[src/rtl/core/prrd_pkg.sv]
// ----------------------------------------------------------------------------
// prrd_pkg
// Shared constants, register codes, cell word types and the arctangent table
// for the point to rotated rectangle distance pipeline.
// ----------------------------------------------------------------------------
package prrd_pkg;

	// rotation steps, limited to the table length
	localparam int TRIG_ITERATIONS = 16;
	localparam int CORDIC_MAX      = 24;
	localparam int CORDIC_N        = (TRIG_ITERATIONS < CORDIC_MAX) ?
		TRIG_ITERATIONS : CORDIC_MAX;
	localparam int IDX_W           = 5;

	// square root: one result bit per cell
	localparam int RAD_W  = 54;
	localparam int ROOT_W = RAD_W / 2;
	localparam int REM_W  = ROOT_W + 2;

	localparam logic signed [33:0] CORDIC_K      = 34'sd652032874;
	localparam logic [29:0]        QUARTER_PI    = 30'd843314857;
	localparam logic [19:0]        DIST_MAX      = 20'hFFFFF;

	// register indexes
	localparam logic [2:0] REG_LEFT   = 3'd0;
	localparam logic [2:0] REG_RIGHT  = 3'd1;
	localparam logic [2:0] REG_TOP    = 3'd2;
	localparam logic [2:0] REG_BOTTOM = 3'd3;
	localparam logic [2:0] REG_XSCALE = 3'd4;
	localparam logic [2:0] REG_YSCALE = 3'd5;
	localparam logic [2:0] REG_ANGLE  = 3'd6;

	// word handed between rotation cells
	typedef struct packed {
		logic signed [33:0] x;
		logic signed [33:0] y;
		logic signed [31:0] z;
		logic [1:0]         quad;
		logic signed [17:0] dx;
		logic signed [17:0] dy;
		logic [32:0]        hx;
		logic [32:0]        hy;
	} cordic_t;

	// word handed between root cells
	typedef struct packed {
		logic [RAD_W-1:0]  rad;
		logic [ROOT_W-1:0] root;
		logic [REM_W-1:0]  rem;
	} sqrt_t;

	// arctangent of 2^-i in Q2.30
	function automatic logic [29:0] atan_q30(input logic [IDX_W-1:0] i);
		logic [29:0] a;
		case (i)
			5'd0:  a = 30'd843314856;
			5'd1:  a = 30'd497837829;
			5'd2:  a = 30'd263043836;
			5'd3:  a = 30'd133525158;
			5'd4:  a = 30'd67021686;
			5'd5:  a = 30'd33543515;
			5'd6:  a = 30'd16775850;
			5'd7:  a = 30'd8388437;
			5'd8:  a = 30'd4194282;
			5'd9:  a = 30'd2097149;
			5'd10: a = 30'd1048575;
			5'd11: a = 30'd524287;
			5'd12: a = 30'd262143;
			5'd13: a = 30'd131071;
			5'd14: a = 30'd65535;
			5'd15: a = 30'd32767;
			5'd16: a = 30'd16383;
			5'd17: a = 30'd8191;
			5'd18: a = 30'd4095;
			5'd19: a = 30'd2047;
			5'd20: a = 30'd1023;
			5'd21: a = 30'd511;
			5'd22: a = 30'd255;
			5'd23: a = 30'd127;
			default: a = 30'd0;
		endcase
		return a;
	endfunction

endpackage

[src/rtl/core/prrd_cordic_cell.sv]
// ----------------------------------------------------------------------------
// prrd_cordic_cell
// One rotation-mode step: shift-add of x and y, angle update, registered.
// ----------------------------------------------------------------------------
module prrd_cordic_cell (
	input  logic                     clk,
	input  logic                     arst_n,
	input  logic                     en,
	input  logic [prrd_pkg::IDX_W-1:0] idx,
	input  logic                     in_v,
	input  prrd_pkg::cordic_t        in_w,
	output logic                     out_v,
	output prrd_pkg::cordic_t        out_w
);
	import prrd_pkg::*;

	cordic_t nxt;
	logic signed [33:0] xs, ys;
	logic signed [31:0] at;

	// shift-add step
	always_comb begin
		xs  = in_w.x >>> idx;
		ys  = in_w.y >>> idx;
		at  = signed'({2'b00, atan_q30(idx)});
		nxt = in_w;
		if (!in_w.z[31]) begin
			nxt.x = in_w.x - ys;
			nxt.y = in_w.y + xs;
			nxt.z = in_w.z - at;
		end else begin
			nxt.x = in_w.x + ys;
			nxt.y = in_w.y - xs;
			nxt.z = in_w.z + at;
		end
	end

	always_ff @(posedge clk or negedge arst_n) begin
		if (!arst_n) begin
			out_v <= 1'b0;
		end else if (en) begin
			out_v <= in_v;
		end
	end

	always_ff @(posedge clk) begin
		if (en) begin
			out_w <= nxt;
		end
	end

endmodule

[config.mk]
export PLATFORM = sky130hd
export DESIGN_NAME = prrd_cordic_cell
export DESIGN_NICKNAME = d
export VERILOG_FILES = /design/src/rtl/core/prrd_pkg.sv /design/src/rtl/core/prrd_cordic_cell.sv
export SDC_FILE = /design/constraint.sdc
export NUM_CORES = 1
export LEC_CHECK = 0
export ABC_AREA = 1
export BUFFER_PORTS_ARGS = -buffer_cell sky130_fd_sc_hd__buf_2
export CAP_MARGIN = 20
export CORE_ASPECT_RATIO = 0.75
export CORE_MARGIN = 5
export CORE_UTILIZATION = 30
export CTS_BUF_LIST = sky130_fd_sc_hd__clkbuf_16
export CTS_CLUSTER_DIAMETER = 80
export DETAILED_ROUTE_END_ITERATION = 16
export PLACE_DENSITY = 0.51
export SLEW_MARGIN = 25
export SYNTH_ARGS = -nofsm -noshare
export SYNTH_HDL_FRONTEND = slang
export SYNTH_SLANG_ARGS = --single-unit
[constraint.sdc]
create_clock -name clk -period 1.4 [get_ports clk]
set_clock_uncertainty 0.1 [all_clocks]
set_input_delay 0 -clock clk [delete_from_list [all_inputs] [get_ports clk]]
set_output_delay 0 -clock clk [all_outputs]
set_load 0.05 [all_outputs]
==> results.sh, run 1 <==
export IMPL_hold_depth=2
export IMPL_cp_max_fo=7
export IMPL_report_final_setup_viol=99
export IMPL_worstMarginPinSlew_ns=0.628
export IMPL_antenna_found_initial=5
export IMPL_r2r_start="out_v$_DFFE_PN0P_"
export IMPL_final_cell_mix="buf_4, nand2_1, buf_2"
export IMPL_multi_input_area_um2=14000
export IMPL_synth_top_cell_by_area="edfxtp_1"
export IMPL_crit_path_top_delay_cell="ha_1"
export IMPL_io_pins=418
export IMPL_drc_errors=0
export IMPL_cp_end_kind="flip-flop"
export IMPL_fmax_mhz=287
export IMPL_cts_clk_slew_worst_paths_ns=0.05
export IMPL_worst_path_buf_inv=7
export IMPL_p_leak_nw=15.9
export IMPL_track_usage_pct=23.7
export IMPL_cts_sinks=205
export IMPL_yosysWarnings=0
export IMPL_syn_area_um2=18000
export IMPL_rsz0062_at_grt="true"
export IMPL_die_w_um=293
export IMPL_synth_ff_type="edfxtp_1"
export IMPL_coreArea_um2=59300
export IMPL_place_ws_ns=-3.54
export IMPL_overflow=0
export IMPL_rrSetupSlack_ns=0.29
export IMPL_critical_path_top_delay_family="simple AND/OR/NAND/NOR gates"
export IMPL_ff2ff_path_depth=2
export IMPL_final_common_cell="buf_4"
export IMPL_fin_crit_sh_pct=249
export IMPL_synth_area_leaders="edfxtp_1, nand2_1, nand3_1"
export IMPL_post_dp_hpwl_mm=64.7
export IMPL_synth_cell_type_count=52
export IMPL_netlist_instances=2496
export IMPL_wirelength_mm=83.5
export IMPL_initial_core_util_pct=30.4
export IMPL_wl_per_cell_um=18.2
export IMPL_area_growth_pct=83.3
export IMPL_grt_max_degree=46
export IMPL_seq_area_frac_synth_pct=34.1
export IMPL_ir_drop_mv=0.628
export IMPL_place_port_buffers=417
export IMPL_postLayoutSetupSlackWorst_ns=-2.09
export IMPL_fp_dieH_um=222
export IMPL_whs_ns=-0.331
export IMPL_violations="negative hold slack, negative setup slack"
export IMPL_reg2reg_to="out_v$_DFFE_PN0P_"
export IMPL_root_buffer="clkbuf_16"
export IMPL_final_layout_size_suffix_gt1_share_pct=50.9
export IMPL_worstPathRequired_ns=1.63
export IMPL_yosysTopAreaCellShare_pct=34.0
export IMPL_first_global_vias=22100
export IMPL_layout_nets=4108
export IMPL_hold_class="in2reg"
export IMPL_cts_buffer_depth=3
export IMPL_dr_pass1_iters=6
export IMPL_synth_avg_cell_area_um2=7.23
export IMPL_regArea_um2=6150
export IMPL_ys_ff_latch=205
export IMPL_hold_path_end="out_w[104]$_DFFE_PP_"
export IMPL_placementRows=77
export IMPL_crit_top_cell="nand2_1"
export IMPL_clk_latency_ns=0.55
export IMPL_async_flop_share_pct=0.488
export IMPL_worstSetupPathType="in2reg"
export IMPL_cellPowerDensity_nw_per_um2=1100
export IMPL_p_total_mw=36.4
export IMPL_fill_cells=5525
export IMPL_maxCapViolCount=0
export IMPL_maxSlewViolCount=0
export IMPL_period_minus_slack_ns=3.49
export IMPL_arrival_ns=3.72
export IMPL_htree_levels=1
export IMPL_antenna_left=0
export IMPL_drtIter0Drc=1492
export IMPL_viasPerCell=4.84
export IMPL_min_from="in_w[104]"
export IMPL_outcome="finished with violations"
export IMPL_max_slew_margin_pct=58.0
export IMPL_crit_path_start_kind="input pin"
export IMPL_gp_congestion=0.908
export IMPL_synth_nets=2817
export IMPL_grt_pass1_wl_mm=123
export IMPL_die_area_um2=65200
export IMPL_num_vias=22300
export IMPL_numCtsBuffers=25
export IMPL_cts_tree="done"
export IMPL_synth_edff_count=204
export IMPL_finalHoldViolations=29
export IMPL_max_stage_delay_ns=0.34
report_power, final:
| part | switching [mW] | internal, mW |
|---|---|---|
| clock network | 2.71 | 3.85 |
| registers | 0.275 | 8.26 |
| logic | 12.6 | 8.80 |
| total | 15.5 | 20.9 |
kinds of logic after synthesis:
kind of cell,share of synthesized area [%]
AOI/OAI and AO/OA,9.94
DFF,34.1
xor gates and xnor gates,8.21
muxes,0.0624
and+or+nand+nor,32.5
adders and majority gates,7.62
buffers and inverters,7.57
synth_stat cells (all sizes together), types with 3 or more instances:
library cell,instances
nand2,754
nand3,368
inv,254
edfxtp,204
nor2,197
xor2,126
a21oi,125
ha,105
o21ai,95
buf,58
xnor2,43
a31oi,29
clkbuf,20
nand4,17
nor3,14
o21a,13
a21boi,9
a21o,8
o211ai,6
nand3b,5
o31ai,5
nor4,4
o2111ai,4
o221ai,4
o22ai,4
a2111oi,3
a211oi,3
and2,3
clkinv,3
fa,3
o21bai,3
cell type report:
type,count,share of cell area (%)
antenna,3,0.0227
multi-input combinational,1956,42.2
clock inverter,18,0.609
timing repair buffer,1342,30.6
clock buffer,25,1.89
inverter,257,3.04
tap,790,2.99
sequential,205,18.6
worst max-delay path by stage:
| stage | cells after the start | to | from |
|---|---|---|---|
| floorplan | 29 | out_w[159]$_DFFE_PP_ | idx[0] |
| global placement | 31 | out_w[169]$_DFFE_PP_ | idx[1] |
| detailed placement | 31 | out_w[169]$_DFFE_PP_ | idx[1] |
| CTS | 29 | out_w[169]$_DFFE_PP_ | idx[1] |
| global route | 31 | out_w[166]$_DFFE_PP_ | idx[0] |
| finish | 30 | out_w[169]$_DFFE_PP_ | idx[1] |
what timing repair did:
item,CTS,global route
hold endpoints to repair,304,34
gates cloned,11,2
setup endpoints to repair,102,101
resized for setup,412,272
buffers inserted,57,36
hold buffers,116,1
pin swaps,127,136
routing by layer:
layer | vias to the layer above | track usage (%) | wire length [µm]
met5 | - | 0 | 13
met4 | 2 | 3.97 | 1490
met3 | 99 | 3.90 | 5700
met2 | 685 | 39.4 | 38800
met1 | 10500 | 33.0 | 37500
li1 | 11000 | - | -
registers in the layout, indices dropped and copies added (netlist names):
| signal | cells |
|---|---|
| out_v | 1 |
| out_w | 204 |
per-stage QoR:
step	instance area (µm²)	util, %	TNS (ns)	hold slack, ns	instances
floorplan	18800	-	-156.69	-0.396	2496
global placement	27000	45.6	-228.92	-0.324	4327
detailed placement	27000	45.6	-231.58	-0.323	4327
CTS	31500	53.2	-145.88	-0.378	4554
global route	33100	55.8	-166.12	-0.349	4595
finish	33100	55.8	-151.09	-0.331	4596
No activity file was read; power rests on OpenSTA's default activity.
==> run 2, diff against run 1 <==
ABC_AREA = unset   (was 1)
PLACE_DENSITY = 0.5   (was 0.51)
==> results.sh, run 2 <==
export IMPL_yosysTopAreaCellShare_pct=33.3
export IMPL_regMostFlops="out_w"
export IMPL_cts_sinks=205
export IMPL_cts_tree="done"
export IMPL_arrival_ns=4.86
export IMPL_cts_clk_slew_worst_paths_ns=0.06
export IMPL_postLayoutSetupSlackWorst_ns=-3.24
export IMPL_initial_core_util_pct=30.4
export IMPL_synth_edff_count=204
export IMPL_pwr_share_comb_pct=58.1
export IMPL_antenna_found_initial=3
export IMPL_final_layout_size_suffix_gt1_share_pct=55.6
export IMPL_top_usage_layer="met2"
export IMPL_synth_common_cells="edfxtp_1, nor2_1, a21oi_1"
export IMPL_viasPerCell=5.22
export IMPL_synth_area_mux_share_pct=14.6
export IMPL_synth_ff_type="edfxtp_1"
export IMPL_hold_class="in2reg"
export IMPL_fmax_mhz=215
export IMPL_area_growth_pct=75.6
export IMPL_synth_area_leaders="edfxtp_1, ha_1, mux4_2"
export IMPL_layout_nets=3565
export IMPL_synth_top_family_by_area="compound AO/OA/AOI/OAI gates"
export IMPL_max_stage_delay_ns=0.54
export IMPL_p_sw_mw=14.4
export IMPL_maxSlewViolCount=0
export IMPL_synth_top_cell_by_area="edfxtp_1"
export IMPL_root_buffer="clkbuf_16"
export IMPL_p_total_mw=35.0
export IMPL_wirelength_mm=90.8
export IMPL_grtUsageMet3_pct=5.75
export IMPL_synth_nets=2160
export IMPL_placed_cells_incl_taps=3803
export IMPL_grt_max_degree=39
export IMPL_drtIter0Drc=1698
export IMPL_post_dp_hpwl_mm=73.3
export IMPL_whs_ns=-0.357
export IMPL_crit_path_cell_trace="buf_16 > buf_8 > mux4_2 > mux2_4 > buf_6 > o22a_4 > a22oi_2 > nand4_4 > buf_6 > nor4_4 > a31oi_1 > xnor2_1 > a21boi_2 > ha_1 > a21o_1 > a21oi_4 > a21boi_1 > o211a_1 > nand2_1 > o211ai_1 > buf_4 > a221oi_4 > buf_4 > xnor2_2"
export IMPL_fin_cells=4064
export IMPL_synth_fa_ha_area_share_pct=7.46
export IMPL_cp_end_kind="flip-flop"
export IMPL_synth_compound_area_share_pct=20.5
export IMPL_max_slew_margin_pct=48.7
export IMPL_outcome="finished with violations"
export IMPL_place_area_um2=28200
export IMPL_final_area_um2=32300
export IMPL_internal_power_mw=20.6
export IMPL_worstPathRequired_ns=1.62
export IMPL_p_leak_nw=14.5
export IMPL_die_area_um2=66500
export IMPL_antenna_left=0
export IMPL_fin_crit_sh_pct=332
export IMPL_first_global_vias=21400
export IMPL_numCtsBuffers=23
export IMPL_violations="negative hold slack, negative setup slack"
export IMPL_period_minus_slack_ns=4.64
export IMPL_place_port_buffers=417
export IMPL_ir_drop_mv=1.05
export IMPL_use_met2_pct=42.7
export IMPL_coreArea_um2=60600
export IMPL_io_pins=418
export IMPL_final_cell_mix="buf_4, buf_2, edfxtp_1"
export IMPL_finalHoldViolations=27
export IMPL_async_flop_share_pct=0.488
export IMPL_num_vias=21200
export IMPL_rsz0062_at_grt="true"
export IMPL_die_w_um=296
export IMPL_maxCapViolCount=0
export IMPL_regArea_um2=6150
export IMPL_syn_area_um2=18400
export IMPL_worstMarginPinSlew_ns=0.748
export IMPL_hold_buffers=111
export IMPL_netlist_instances=1839
export IMPL_gp_congestion=0.985
export IMPL_overflow=0
export IMPL_cts_buffer_depth=3
export IMPL_dr_pass1_iters=6
export IMPL_crit_path_top_delay_cell="mux4_2"
export IMPL_placementRows=78
export IMPL_fp_dieH_um=225
export IMPL_p_clk_share_pct=17.8
export IMPL_cellPowerDensity_nw_per_um2=1080
export IMPL_final_common_cell="buf_4"
export IMPL_ys_ff_latch=205
export IMPL_synth_cell_type_count=98
export IMPL_htree_levels=1
export IMPL_multi_input_area_um2=13300
export IMPL_cp_max_fo=8
export IMPL_grt_pass1_wl_mm=132
export IMPL_swShare_pct=41.2
export IMPL_largest_registers="out_w: 204 flops, out_v: 1 flops"
export IMPL_track_usage_pct=25.7
export IMPL_wl_per_cell_um=22.3
export IMPL_seq_area_frac_synth_pct=33.4
export IMPL_drc_errors=0
export IMPL_report_final_setup_viol=99
export IMPL_clk_latency_ns=0.56
export IMPL_seq_power_share_pct=24.2
export IMPL_post_synth_top_count_cell="edfxtp_1"
export IMPL_synth_xor_area_share_pct=7.70
export IMPL_grtUsageMet1_pct=35.2
export IMPL_synth_simple_area_share_pct=12.7
export IMPL_fill_cells=5465
export IMPL_crit_path_start_kind="input pin"
export IMPL_largest_reg_flops=204
export IMPL_synth_avg_cell_area_um2=10.0
export IMPL_worstSetupPathType="in2reg"
export IMPL_yosysWarnings=0
==> run 2: cell type report <==
cell class / instances / share of cell area [%]
tap: 800 / 3.09
clock buffer: 23 / 1.78
sequential: 205 / 19.0
multi-input combinational: 1498 / 41.1
inverter: 43 / 0.538
clock inverter: 19 / 0.569
antenna: 3 / 0.0232
timing repair buffer: 1473 / 33.9
==> run 2: cells by family (layout without fill, tap and decap cells) <==
| family | after synthesis | after routing |
|---|---|---|
| muxes | 177 | 177 |
| DFF | 205 | 205 |
| xor gates and xnor gates | 162 | 162 |
| buffers and inverters | 136 | 1558 |
| and+or+nand+nor | 479 | 479 |
| other | 0 | 3 |
| adders and majority gates | 108 | 108 |
| AOI/OAI and AO/OA | 572 | 572 |
==> run 2: what timing repair did <==
action | in CTS | in global routing
endpoints found under the setup margin | 100 | 100
hold endpoints to repair | 253 | 26
cloned | 3 | 1
pin swaps | 84 | 97
resized for setup | 195 | 113
setup buffers | 64 | 47
==> run 2: worst paths after layout <==
path	slack, ns	depth (start not counted)	endpoint	start
min in group asynchronous	0.18	3	out_v$_DFFE_PN0P_	arst_n
worst max register to register	0.56	1	out_v$_DFFE_PN0P_	out_v$_DFFE_PN0P_
worst max-delay path	-3.24	24	out_w[201]$_DFFE_PP_	idx[0]
worst min-delay path	-0.36	2	out_w[104]$_DFFE_PP_	in_w[104]
worst min register to register	0.41	1	out_v$_DFFE_PN0P_	out_v$_DFFE_PN0P_
max in group asynchronous	0.91	3	out_v$_DFFE_PN0P_	arst_n
==> run 2: through the flow <==
stage               utilization, %  setup slack, ns  setup TNS, ns
floorplan                        -            -3.43        -242.89
global placement              46.5            -4.14        -309.85
detailed placement            46.5            -4.18        -311.06
CTS                           51.9            -3.14        -215.87
global route                  53.4            -3.34        -233.52
finish                        53.4            -3.24        -221.03
==> run 2: worst max-delay path, delay by kind of cell <==
| kind | cells | cell delay (ns) |
|---|---|---|
| and+or+nand+nor | 3 | 0.59 |
| buffers and inverters | 6 | 0.92 |
| adders and majority gates | 1 | 0.28 |
| xor gates and xnor gates | 2 | 0.21 |
| muxes | 2 | 0.85 |
| AOI/OAI and AO/OA | 10 | 1.98 |
==> run 2: metal layers <==
layer | up-vias | share of wire (%) | routed length (µm)
met5 | - | 0 | 0
met4 | 0 | 1.9 | 1700
met3 | 106 | 8.3 | 7500
met2 | 798 | 47 | 42400
met1 | 10300 | 43 | 39200
li1 | 9959 | - | -
==> run 2: power by group through the flow <==
stage | clock, mW | combinational [mW] | sequential, mW
after global placement | 0 | 18.0 | 8.56
after global routing | 6.69 | 21.5 | 8.55
after detailed placement | 0 | 18.1 | 8.58
after floorplan | 0 | 6.89 | 12.3
after CTS | 6.45 | 19.5 | 8.46
final | 6.22 | 20.3 | 8.45
