**src/rtl/core/prrd_pkg.sv**
```systemverilog
// ----------------------------------------------------------------------------
// prrd_pkg
// Shared constants, register codes, cell word types and the arctangent table
// for the point to rotated rectangle distance pipeline.
// ----------------------------------------------------------------------------
package prrd_pkg;

	// rotation steps, limited to the table length
	localparam int TRIG_ITERATIONS = 16;
	localparam int CORDIC_MAX      = 24;
	localparam int CORDIC_N        = (TRIG_ITERATIONS < CORDIC_MAX) ?
		TRIG_ITERATIONS : CORDIC_MAX;
	localparam int IDX_W           = 5;

	// square root: one result bit per cell
	localparam int RAD_W  = 54;
	localparam int ROOT_W = RAD_W / 2;
	localparam int REM_W  = ROOT_W + 2;

	localparam logic signed [33:0] CORDIC_K      = 34'sd652032874;
	localparam logic [29:0]        QUARTER_PI    = 30'd843314857;
	localparam logic [19:0]        DIST_MAX      = 20'hFFFFF;

	// register indexes
	localparam logic [2:0] REG_LEFT   = 3'd0;
	localparam logic [2:0] REG_RIGHT  = 3'd1;
	localparam logic [2:0] REG_TOP    = 3'd2;
	localparam logic [2:0] REG_BOTTOM = 3'd3;
	localparam logic [2:0] REG_XSCALE = 3'd4;
	localparam logic [2:0] REG_YSCALE = 3'd5;
	localparam logic [2:0] REG_ANGLE  = 3'd6;

	// word handed between rotation cells
	typedef struct packed {
		logic signed [33:0] x;
		logic signed [33:0] y;
		logic signed [31:0] z;
		logic [1:0]         quad;
		logic signed [17:0] dx;
		logic signed [17:0] dy;
		logic [32:0]        hx;
		logic [32:0]        hy;
	} cordic_t;

	// word handed between root cells
	typedef struct packed {
		logic [RAD_W-1:0]  rad;
		logic [ROOT_W-1:0] root;
		logic [REM_W-1:0]  rem;
	} sqrt_t;

	// arctangent of 2^-i in Q2.30
	function automatic logic [29:0] atan_q30(input logic [IDX_W-1:0] i);
		logic [29:0] a;
		case (i)
			5'd0:  a = 30'd843314856;
			5'd1:  a = 30'd497837829;
			5'd2:  a = 30'd263043836;
			5'd3:  a = 30'd133525158;
			5'd4:  a = 30'd67021686;
			5'd5:  a = 30'd33543515;
			5'd6:  a = 30'd16775850;
			5'd7:  a = 30'd8388437;
			5'd8:  a = 30'd4194282;
			5'd9:  a = 30'd2097149;
			5'd10: a = 30'd1048575;
			5'd11: a = 30'd524287;
			5'd12: a = 30'd262143;
			5'd13: a = 30'd131071;
			5'd14: a = 30'd65535;
			5'd15: a = 30'd32767;
			5'd16: a = 30'd16383;
			5'd17: a = 30'd8191;
			5'd18: a = 30'd4095;
			5'd19: a = 30'd2047;
			5'd20: a = 30'd1023;
			5'd21: a = 30'd511;
			5'd22: a = 30'd255;
			5'd23: a = 30'd127;
			default: a = 30'd0;
		endcase
		return a;
	endfunction

endpackage

```
**src/rtl/core/prrd_sqrt_cell.sv**
```systemverilog
// ----------------------------------------------------------------------------
// prrd_sqrt_cell
// One digit of the integer square root: takes two radicand bits, decides one
// root bit, registered.
// ----------------------------------------------------------------------------
module prrd_sqrt_cell (
	input  logic            clk,
	input  logic            arst_n,
	input  logic            en,
	input  logic            in_v,
	input  prrd_pkg::sqrt_t in_w,
	output logic            out_v,
	output prrd_pkg::sqrt_t out_w
);
	import prrd_pkg::*;

	sqrt_t nxt;
	logic [REM_W+1:0] t, trial;

	// trial subtract
	always_comb begin
		t       = {in_w.rem, in_w.rad[RAD_W-1 -: 2]};
		trial   = {2'b00, in_w.root, 2'b01};
		nxt.rad = {in_w.rad[RAD_W-3:0], 2'b00};
		if (t >= trial) begin
			nxt.rem  = REM_W'(t - trial);
			nxt.root = {in_w.root[ROOT_W-2:0], 1'b1};
		end else begin
			nxt.rem  = t[REM_W-1:0];
			nxt.root = {in_w.root[ROOT_W-2:0], 1'b0};
		end
	end

	always_ff @(posedge clk or negedge arst_n) begin
		if (!arst_n) begin
			out_v <= 1'b0;
		end else if (en) begin
			out_v <= in_v;
		end
	end

	always_ff @(posedge clk) begin
		if (en) begin
			out_w <= nxt;
		end
	end

endmodule

```
**config.mk**
```make
export PLATFORM = sky130hd
export DESIGN_NAME = prrd_sqrt_cell
export DESIGN_NICKNAME = d
export VERILOG_FILES = /design/src/rtl/core/prrd_pkg.sv /design/src/rtl/core/prrd_sqrt_cell.sv
export SDC_FILE = /design/constraint.sdc
export NUM_CORES = 1
export LEC_CHECK = 0
export ABC_AREA = 1
export BUFFER_PORTS_ARGS = -buffer_cell sky130_fd_sc_hd__buf_2
export CELL_PAD_IN_SITES_DETAIL_PLACEMENT = 1
export CELL_PAD_IN_SITES_GLOBAL_PLACEMENT = 1
export CORE_ASPECT_RATIO = 1.5
export CORE_MARGIN = 2
export CORE_UTILIZATION = 33
export CTS_BUF_LIST = sky130_fd_sc_hd__clkbuf_16
export DETAILED_ROUTE_END_ITERATION = 10
export GPL_TIMING_DRIVEN = 0
export PLACE_DENSITY = 0.78
export SYNTH_ARGS = -nofsm -noshare
export SYNTH_HDL_FRONTEND = slang
export SYNTH_SLANG_ARGS = --single-unit
```
**constraint.sdc**
```tcl
create_clock -name clk -period 0.9 [get_ports clk]
set_clock_uncertainty 0.2 [all_clocks]
set_input_delay 0.18 -clock clk [delete_from_list [all_inputs] [get_ports clk]]
set_output_delay 0.18 -clock clk [all_outputs]
set_load 0.03 [all_outputs]
```
==> impl_metrics.yaml, run 1 <==
drt:
  vias: 6719
  wl_per_cell_microns: 24.75
  antenna_left: 0
  vias_per_cell: 5.121
  drt_iter0_drc: 426
  dr.pass1.iters: 4
  drc: 0
  totalWireLength_microns: 32470
worst_setup_path:
  crit_end: "out_w[15]"
  cp.buffers_inverters: 4
  end_kind: "flip-flop"
  cp_max_fo: 5
  cp_num_cells: 13
  arrival_ns: 1.86
  r2r_setup_slack_ns: -0.11
  r2r_end: "out_v"
  max_stage_delay_ns: 0.30
  path_cells: "buf_12 > inv_12 > ha_4 > nand2_4 > nor2_4 > nand2_2 > nor2_4 > nand4_1 > and3_1 > buf_6 > buf_16 > nand3_2 > nand2_1"
  crit_slowest_cell: "ha_4"
  crit_start: "in_w[40]"
  required_ns: 0.82
  start_kind: "input port"
  path_common_cell: "nor2_4"
  r2r_cells: 1
  worst-setup-path-type: "in2reg"
  cp_top_family: "simple AND/OR/NAND/NOR gates"
  r2r-start: "out_v"
floorplanning:
  die-area_sq_mm: 0.01988
  coreArea_sq_mm: 0.01847
  die_w_microns: 115.8
  io_pins: 225
  num_rows: 61
  start_util: 0.3350
  die_y_microns: 171.7
layout:
  final_cell_count_no_fill: 1312
  n_antenna_cell: 0
  final_area_sq_mm: 0.01140
  syn_to_final_growth_pct: 84.21
  drive_gt1_frac: 0.5245
  utilization: 0.6171
  regArea_sq_mm: 0.003269
  nNetsFinal: 1198
  fillCellCount: 2022
  multi_input_area_sq_mm: 0.003437
placement:
  dp_hpwl_microns: 15380
  placed_area_sq_mm: 0.008154
  dpl.cell_count: 1181
  gp_congestion: 0.9145
  dp_slack_ns: -1.496
  port_buffers: 222
power_and_ir_drop:
  p_per_area_mw_per_mm2: 1518
  ir_drop_uv: 804.8
  power.leakage_nw: 5.492
sta:
  fin_setup_tns_ns: -75.44
  hold_violations: 76
  rsz0062_at_grt: "true"
  finalCriticalPeriod_ns: 1.944
  slew_violations: 0
  finalCritPeriodShare: 2.160
  max_freq_mhz: 514.3
  fin_ws_ns: -1.044
  finalSetupViolCount: 155
  worst_hold_slack_ns: -0.2175
global_route:
  overflow: 0
  grtUsageTotal: 0.2581
  grt_pass1_wl_microns: 38200
  grt_max_degree: 32
  antenna_found_initial: 0
  grt_pass1_vias: 6986
yosys:
  synth_seq_area_share: 0.5282
  yosys_register_bits: 109
  postSynthAreaPerCell_sq_um: 8.776
  synthCells: 705
  synth_warnings: 0
  ys_types: 32
  syn_area_sq_mm: 0.006187
clock_tree:
  cts_made_buffers: 9
  cts.sinks: 109
  cts_max_level: 3
  cts_root_buffer: "clkbuf_16"
  path_clk_slew_ns: 0.08
  cts.path.max_buffers: 2
  cts_tree: "built"
  clkLatencyLatePin_ns: 0.37
status:
  status: "finished, violations left"
  violations: "hold timing, setup timing"
worst_hold_path:
  hp-class: "in2reg"
flow_run:
  cap_viol_max_count: 0
-- how the worst min path moves through the flow --
stage,startpoint,to,depth (start not counted)
after floorplan,arst_n,out_v,0
after global placement,arst_n,out_v,1
after detailed placement,arst_n,out_v,1
after CTS,in_w[91],out_w[93],1
after global routing,in_w[72],out_w[74],1
final,in_w[72],out_w[74],1
-- cells in the mapped netlist --
library cell,n,area [sq um]
nand2_1,240,900.9
inv_1,148,555.5
edfxtp_1,108,3243
nand3_1,45,225.2
nor2_1,30,112.6
ha_1,29,362.9
a21oi_1,14,70.07
o21ai_1,13,65.06
nand3_2,11,110.1
xor2_1,11,96.34
nand4_1,7,43.79
nand2_2,6,37.54
nor2_2,6,37.54
buf_6,5,56.30
nand3b_1,5,37.54
buf_4,4,30.03
nor2_4,4,45.04
inv_2,3,11.26
nor3_1,2,10.01
o21bai_1,2,15.01
a21o_1,1,7.510
and2_0,1,6.260
and3_1,1,6.260
buf_2,1,5.000
conb_1,1,3.750
dfrtp_1,1,25.02
mux2_2,1,11.26
nand3_4,1,17.52
nor3_2,1,10.01
nor3b_1,1,7.510
nor3b_2,1,12.51
xnor2_1,1,8.760
-- cells in the final DEF (no fill, tap or decap), types with 6 or more instances in the layout --
cell	count
dlymetal6s4s_1	23
nor2_1	21
inv_4	8
buf_4	57
nand3_2	24
a21oi_2	7
o21ai_2	12
inv_1	116
nand2_2	73
inv_2	23
buf_8	8
ha_4	27
edfxtp_1	108
nand3_1	18
buf_6	139
buf_16	7
buf_12	6
a21oi_1	7
clkbuf_16	9
nand3_4	15
buf_2	72
nand2_4	27
nand2_1	145
nand4_1	7
dlygate4sd3_1	34
xor2_1	9
nor2_4	16
-- final cells by class --
class / instances / area share
repair buffers: 339 / 0.2933
inverters: 151 / 0.05456
clock inverters: 7 / 0.004281
well taps: 252 / 0.02766
plain buffers: 9 / 0.01197
clock buffers: 9 / 0.01976
multi-input cells: 436 / 0.3016
flip-flops and latches: 109 / 0.2869
-- routing by layer --
metal / routed length (microns) / GRT usage / up-vias
met4: 2366 / 0.1403 / 0
met2: 17390 / 0.5065 / 353
met3: 1996 / 0.05567 / 136
met1: 10710 / 0.2408 / 3293
li1: - / - / 2937
met5: 0 / 0 / -
-- flip-flops by register name, indices dropped and copies added, names as in the netlist --
register,flops
out_v,1
out_w,108
-- report_power, final --
group / switching, W / internal [W]
combinational: 0.00386 / 0.00286
clock: 0.00218 / 0.00190
sequential: 0.000304 / 0.00620
-- what timing repair did --
item | CTS | global route
gates cloned | 9 | 0
endpoints found under the hold margin | 123 | 93
setup endpoints to repair | 201 | 176
pin swaps | 72 | 85
hold buffers | 40 | 17
resized for setup | 368 | 166
buffers inserted | 43 | 20
-- cell families after synthesis --
logic type / Yosys count / share of synthesized area
AO/OA/AOI/OAI: 30 / 0.02548
XOR/XNOR: 12 / 0.01699
adder cells (fa/ha/maj): 29 / 0.05865
buffers and inverters: 161 / 0.1064
flip-flops: 109 / 0.5282
multiplexers: 1 / 0.001820
other: 1 / 0.0006061
AND/OR/NAND/NOR: 362 / 0.2619
-- through the flow --
| stage | hold slack (ns) | power [W] |
|---|---|---|
| after floorplan | -0.3156 | 0.009191 |
| final | -0.2175 | 0.01730 |
| after global placement | -0.2456 | 0.01050 |
| after global routing | -0.2233 | 0.01777 |
| after detailed placement | -0.2436 | 0.01063 |
| after CTS | -0.2108 | 0.01602 |
Note: power is estimated with default switching activity, not from simulation.
==> inputs of run 2 (changes only) <==
==> constraint.sdc (replaced) <==
create_clock -name clk -period 1.6 [get_ports clk]
set_clock_uncertainty 0.2 [all_clocks]
set_input_delay 0.32 -clock clk [delete_from_list [all_inputs] [get_ports clk]]
set_output_delay 0.32 -clock clk [all_outputs]
set_load 0.03 [all_outputs]
==> run 2 against run 1 <==
Against the previous run: the flow finishes with violations (setup timing); clock-buffer cell count is the same; via count down 4.9%; power decreased by 48%; clock power fell by 44%; global-route usage is 1.7 points lower; hold slack better by 0.25 ns; sequential share of layout area rose by 2.1 points; non-clock buffer count rose by 27; first-iteration DRC count down 27%; critical path depth up 2; largest power group is now registers; highest routed layer unchanged.
==> impl_metrics.yaml, run 2 (synthesis results as in run 1) <==
status:
  status: "finished, violations left"
  violations: "setup timing"
sta:
  rsz0062_at_grt: "true"
  slew_headroom: 0.5528
  slew_violations: 0
  finalCriticalPeriod_ns: 2.065
  finalCritPeriodShare: 1.290
  worst_pin_slew_ns: 0.6708
  worst_hold_slack_ns: 0.03670
  fin_ws_ns: -0.4646
  hold_violations: 0
  max_freq_mhz: 484.4
  finalSetupViolCount: 30
clock_tree:
  cts.path.max_buffers: 2
  cts_root_buffer: "clkbuf_16"
  cts_made_buffers: 9
  clkLatencyLatePin_ns: 0.37
  cts.sinks: 109
  cts_tree: "built"
  path_clk_slew_ns: 0.09
  cts_max_level: 3
drt:
  vias_per_cell: 4.771
  drt_iter0_drc: 311
  wl_per_cell_microns: 19.08
  totalWireLength_microns: 25550
  vias: 6388
  drc: 0
  dr.pass1.iters: 4
  antenna_left: 0
floorplanning:
  num_rows: 61
  start_util: 0.3350
  io_pins: 225
  die-area_sq_mm: 0.01988
  die_w_microns: 115.8
  die_y_microns: 171.7
  coreArea_sq_mm: 0.01847
worst_setup_path:
  cp_max_fo: 10
  crit_end: "out_w[6]"
  r2r-start: "out_v"
  r2r_end: "out_v"
  worst-setup-path-type: "in2reg"
  r2r_cells: 1
  r2r_setup_slack_ns: 0.66
  start_kind: "input port"
  required_ns: 1.52
  crit_start: "in_w[33]"
  arrival_ns: 1.99
  end_kind: "flip-flop"
global_route:
  grt_pass1_wl_microns: 35800
  overflow: 0
  grt_pass1_vias: 6899
  antenna_found_initial: 0
  grtUsageTotal: 0.2412
  grt_max_degree: 72
placement:
  dpl.cell_count: 1181
  placed_area_sq_mm: 0.008145
  gp_congestion: 0.9059
  dp_slack_ns: -0.9449
  dp_hpwl_microns: 15200
  port_buffers: 222
layout:
  drive_gt1_frac: 0.4821
  fillCellCount: 2133
  mostFrequentLayoutCells: "buf_2, nand2_1, inv_1"
  reg_top3: "out_w: 108 flops, out_v: 1 flops"
  utilization: 0.5744
  final_cell_count_no_fill: 1339
  layout_commonest_cell: "buf_2"
  top_register: "out_w"
  largest_reg_flops: 108
  syn_to_final_growth_pct: 71.49
  nNetsFinal: 1225
  n_antenna_cell: 0
  final_area_sq_mm: 0.01061
power_and_ir_drop:
  p_per_area_mw_per_mm2: 850.7
  ir_drop_uv: 421.3
  power.leakage_nw: 5.060
worst_hold_path:
  worstHoldStart: "in_w[19]"
  hp-class: "in2reg"
flow_run:
  cap_viol_max_count: 0
[run 2: cell count changes in the layout (fill, tap and decap cells not counted), moves of 6 or more]
cell,before,now
inv_1,116,122
buf_16,7,1
dlygate4sd3_1,34,80
o21ai_2,12,3
nand2_1,145,161
dlymetal6s4s_1,23,0
buf_6,139,29
nand3_4,15,9
buf_2,72,188
inv_2,23,16
nand2_2,73,62
o21ai_1,0,10
[run 2: worst min path at each step]
stage | slack, ns | depth (start not counted) | end
2_1_floorplan | -0.18 | 0 | out_v
3_3_place_gp | -0.10 | 1 | out_v
3_5_place_dp | -0.10 | 1 | out_v
4_1_cts | 0.04 | 2 | out_v
5_1_grt | 0.05 | 3 | out_w[21]
6_report | 0.04 | 3 | out_w[21]
[run 2: repair_timing]
| item | 4_1_cts | 5_1_grt |
|---|---|---|
| gates resized for setup | 143 | 98 |
| endpoints found under the setup margin | 31 | 30 |
| cloned | 3 | 1 |
| endpoints found under the hold margin | 80 | 0 |
| hold buffers | 80 | 0 |
| pin swaps | 35 | 60 |
| setup buffers | 43 | 20 |
[run 2: per-stage QoR]
stage | total power (W) | TNS (ns)
6_report | 0.009026 | -11.80
5_1_grt | 0.009372 | -13.42
4_1_cts | 0.008743 | -8.090
3_5_place_dp | 0.005967 | -43.34
3_3_place_gp | 0.005902 | -149.71
2_1_floorplan | 0.005169 | -11.51
[run 2: worst max-delay path, cell delays in order]
cell     delay, ns
buf_6         0.10
inv_4         0.06
ha_4          0.22
nand2_4       0.09
inv_2         0.05
a21oi_2       0.19
nand2_2       0.13
nand2_2       0.09
nand2_2       0.07
nand2_2       0.09
nand3_4       0.10
buf_12        0.16
buf_12        0.14
nand2_1       0.08
o21ai_1       0.08
[run 2: cell type report]
class                           instances  area [sq um]  share of cell area
Inverter                              151         624.3             0.05884
Tap cell                              252         315.3             0.02972
Sequential cell                       109          3268              0.3080
Clock buffer                            9         225.2             0.02123
Clock inverter                          7         61.31            0.005778
Timing Repair Buffer                  367          2741              0.2584
Multi-Input combinational cell        436          3239              0.3053
Buffer                                  8         135.1             0.01274
[run 2: metal layers]
layer	vias to the layer above	track usage	share of wire
li1	2980	-	-
met1	3083	0.2208	0.32
met2	236	0.4795	0.56
met3	89	0.04968	0.055
met4	0	0.1320	0.060
met5	-	0	0
[run 2: power by group]
group	internal, W	leakage, nW	switching (W)
registers	0.00347	1.07	0.0000779
logic	0.00126	3.85	0.00193
clock network	0.00108	0.136	0.00120
total	0.00582	5.06	0.00321
==> inputs of run 3 (changes only) <==
--- a/config.mk
+++ b/config.mk
@@ -5,17 +5,16 @@
 export SDC_FILE = /design/constraint.sdc
 export NUM_CORES = 1
 export LEC_CHECK = 0
-export ABC_AREA = 1
 export BUFFER_PORTS_ARGS = -buffer_cell sky130_fd_sc_hd__buf_2
 export CELL_PAD_IN_SITES_DETAIL_PLACEMENT = 1
 export CELL_PAD_IN_SITES_GLOBAL_PLACEMENT = 1
 export CORE_ASPECT_RATIO = 1.5
 export CORE_MARGIN = 2
-export CORE_UTILIZATION = 33
+export CORE_UTILIZATION = 34
 export CTS_BUF_LIST = sky130_fd_sc_hd__clkbuf_16
 export DETAILED_ROUTE_END_ITERATION = 10
 export GPL_TIMING_DRIVEN = 0
-export PLACE_DENSITY = 0.78
+export PLACE_DENSITY = 0.76
 export SYNTH_ARGS = -nofsm -noshare
 export SYNTH_HDL_FRONTEND = slang
 export SYNTH_SLANG_ARGS = --single-unit
==> run 3 against run 2 <==
Against the previous run: the flow still finishes with violations (setup timing); power is 1.4% higher; setup slack got worse by 0.59 ns; routed wire length increased by 10%; first-iteration DRC count rose by 50%; final cell count is 23% lower; fmax shrank 22%; hold slack lost 0.014 ns; global-route usage grew 3.8 points; combinational power hardly changed; critical path depth decreased by 2; critical path type unchanged; critical endpoint is now out_w[28]; largest power group unchanged.
==> impl_metrics.yaml, run 3 <==
yosys:
  ys_types: 65
  synth_seq_area_share: 0.5891
  synth-simple-area-share: 0.09517
  async_flop_share: 0.009174
  yosys_register_bits: 109
  synth_compound_area_frac: 0.1592
  synth_most_common_cell: "edfxtp_1"
  muxShareOfSynthArea: 0.003834
  synth_top_area_share: 0.5846
  yosys.area_share.adder: 0.06540
  synth_top_family_by_area: "compound AO/OA/AOI/OAI gates"
  postSynthAreaPerCell_sq_um: 12.06
  synth_area_leader_cell: "edfxtp_1"
  synthXorXnorAreaFrac: 0.03473
  synth-edff-count: 108
  synth_common_cells: "edfxtp_1, a21oi_1, inv_1"
  synth_warnings: 0
  synth_top_cells_by_area: "edfxtp_1, ha_1, a21oi_1"
  syn_area_sq_mm: 0.005548
  yosys_most_used_dff: "edfxtp_1"
  synthCells: 460
worst_setup_path:
  arrival_ns: 2.54
  r2r-start: "out_v"
  start_kind: "input port"
  r2r_end: "out_v"
  path_common_cell: "buf_4"
  end_kind: "flip-flop"
  worst-setup-path-type: "in2reg"
  required_ns: 1.49
  cp_top_family: "compound AO/OA/AOI/OAI gates"
  r2r_setup_slack_ns: 0.61
  path_cells: "buf_8 > inv_4 > ha_4 > buf_6 > buf_4 > nand3_1 > nor4_2 > a41oi_1 > o31a_1 > o21a_4 > buf_4 > a2111oi_4 > a311oi_1"
  r2r_cells: 1
  cp_max_fo: 9
  cp.buffers_inverters: 5
  crit_slowest_cell: "nor4_2"
  max_stage_delay_ns: 0.38
placement:
  dp_hpwl_microns: 14230
  gp_congestion: 0.8626
  dpl.cell_count: 890
  port_buffers: 222
  placed_area_sq_mm: 0.007164
  dp_slack_ns: -1.876
power_and_ir_drop:
  pwr-share-clk: 0.258
  power.leakage_nw: 3.904
  p_per_area_mw_per_mm2: 983.6
  netSwitchingFraction: 0.3623
  ir_drop_uv: 625.8
  combPwrFrac: 0.349
  p_int_w: 0.005839
  pwr-share-seq: 0.393
  p_sw_w: 0.003317
layout:
  reg_top3: "out_w: 108 flops, out_v: 1 flops"
  drive_gt1_frac: 0.5170
  fillCellCount: 1683
  multi_input_area_sq_mm: 0.002726
  largest_reg_flops: 108
  nNetsFinal: 960
  layout_commonest_cell: "buf_2"
  final_cell_count_no_fill: 1030
  top_register: "out_w"
  final_area_sq_mm: 0.009308
  syn_to_final_growth_pct: 67.77
  mostFrequentLayoutCells: "buf_2, edfxtp_1, dlygate4sd3_1"
  regArea_sq_mm: 0.003268
clock_tree:
  cts_tree: "built"
  cts.sinks: 109
  cts_root_buffer: "clkbuf_16"
  cts.path.max_buffers: 2
  cts_made_buffers: 9
  cts_max_level: 3
  clkLatencyLatePin_ns: 0.36
  path_clk_slew_ns: 0.08
floorplanning:
  die-area_sq_mm: 0.01738
  die_w_microns: 108.3
  io_pins: 225
  num_rows: 57
  die_y_microns: 160.4
  coreArea_sq_mm: 0.01612
  start_util: 0.3442
sta:
  finalCritPeriodShare: 1.657
  finalSetupViolCount: 30
  worst_hold_slack_ns: 0.02237
  hold_violations: 0
  rsz0062_at_grt: "true"
  max_freq_mhz: 377.2
  fin_setup_tns_ns: -29.00
  slew_violations: 0
  fin_ws_ns: -1.051
  slew_headroom: 0.4677
  worst_pin_slew_ns: 0.7902
  finalCriticalPeriod_ns: 2.651
drt:
  drc: 0
  vias: 5791
  wl_per_cell_microns: 27.29
  totalWireLength_microns: 28110
  vias_per_cell: 5.622
  dr.pass1.iters: 5
  drt_iter0_drc: 468
  antenna_left: 0
flow_run:
  cap_viol_max_count: 0
worst_hold_path:
  hp-class: "in2reg"
  whs_path_depth: 1
  worstHoldStart: "in_w[87]"
  whs_endpoint: "out_w[89]"
global_route:
  grtUsageTotal: 0.2794
  antenna_found_initial: 3
  overflow: 0
  grt_max_degree: 73
  grt_pass1_vias: 6029
  grt_pass1_wl_microns: 36160
status:
  violations: "setup timing"
  status: "finished, violations left"
==> run 3: cell types whose count changed after synthesis, moves of 7 or more <==
| cell | previous run | this run |
|---|---|---|
| o21ai_0 | 0 | 25 |
| o21ai_1 | 13 | 0 |
| inv_1 | 148 | 38 |
| buf_2 | 1 | 8 |
| a21o_1 | 1 | 15 |
| a21oi_1 | 14 | 38 |
| nand3_1 | 45 | 7 |
| nand3_2 | 11 | 1 |
| nand2_1 | 240 | 34 |
| xnor2_1 | 1 | 16 |
==> run 3: metrics by stage <==
step / power (W) / utilization
after global placement: 0.005790 / 0.4426
final: 0.009155 / 0.5775
after floorplan: 0.005081 / -
after global routing: 0.009384 / 0.5775
after detailed placement: 0.005847 / 0.4445
after CTS: 0.008605 / 0.5570
==> run 3: power groups by stage <==
stage                     Sequential [W]  Clock [W]  Combinational, W
after floorplan                  0.00422          0          0.000865
after global placement           0.00362          0           0.00217
after detailed placement         0.00362          0           0.00223
after CTS                        0.00356    0.00229           0.00275
after global routing             0.00362    0.00246           0.00331
final                            0.00360    0.00236           0.00319
==> run 3: layout make-up <==
class / instances / share of cell area
antenna: 2 / 0.0005377
multi-input combinational: 293 / 0.2929
tap: 206 / 0.02769
clock inverter: 7 / 0.007125
clock buffer: 9 / 0.02420
timing repair buffer: 354 / 0.2620
inverter: 39 / 0.01869
buffer: 11 / 0.01573
sequential: 109 / 0.3511
==> run 3: repair_timing <==
item                                    CTS  global route
buffers inserted                         43            10
hold buffers                             76             0
endpoints found under the setup margin   30            30
pin swaps                                34            24
endpoints found under the hold margin    76             0
resized for setup                       100            66
gates cloned                              1             1
==> run 3: logic make-up (layout without fill, tap and decap cells) <==
group,Yosys count,in the layout
xor+xnor,22,22
flops,109,109
other cells,1,4
simple gates,109,109
buf+inv,59,420
mux,2,2
fa+ha+maj,29,29
compound gates,129,129
==> run 3: metal layers <==
layer  GRT usage  vias up  wire (microns)
li1            -     2432               -
met1      0.3064     2876            9909
met2      0.5023      377           14430
met3     0.05925      106            2255
met4      0.1358        0            1513
met5           0        -               0
==> run 3: worst max-delay path by stage <==
stage                  start         to  slack, ns  cells after the start
finish              in_w[43]  out_w[28]      -1.05                     13
global route        in_w[43]   out_w[2]      -1.10                     16
CTS                 in_w[16]  out_w[26]      -0.88                     14
detailed placement  in_w[34]  out_w[24]      -1.88                     11
global placement     in_w[5]  out_w[24]      -1.81                     10
floorplan           in_w[47]  out_w[13]      -1.08                     12
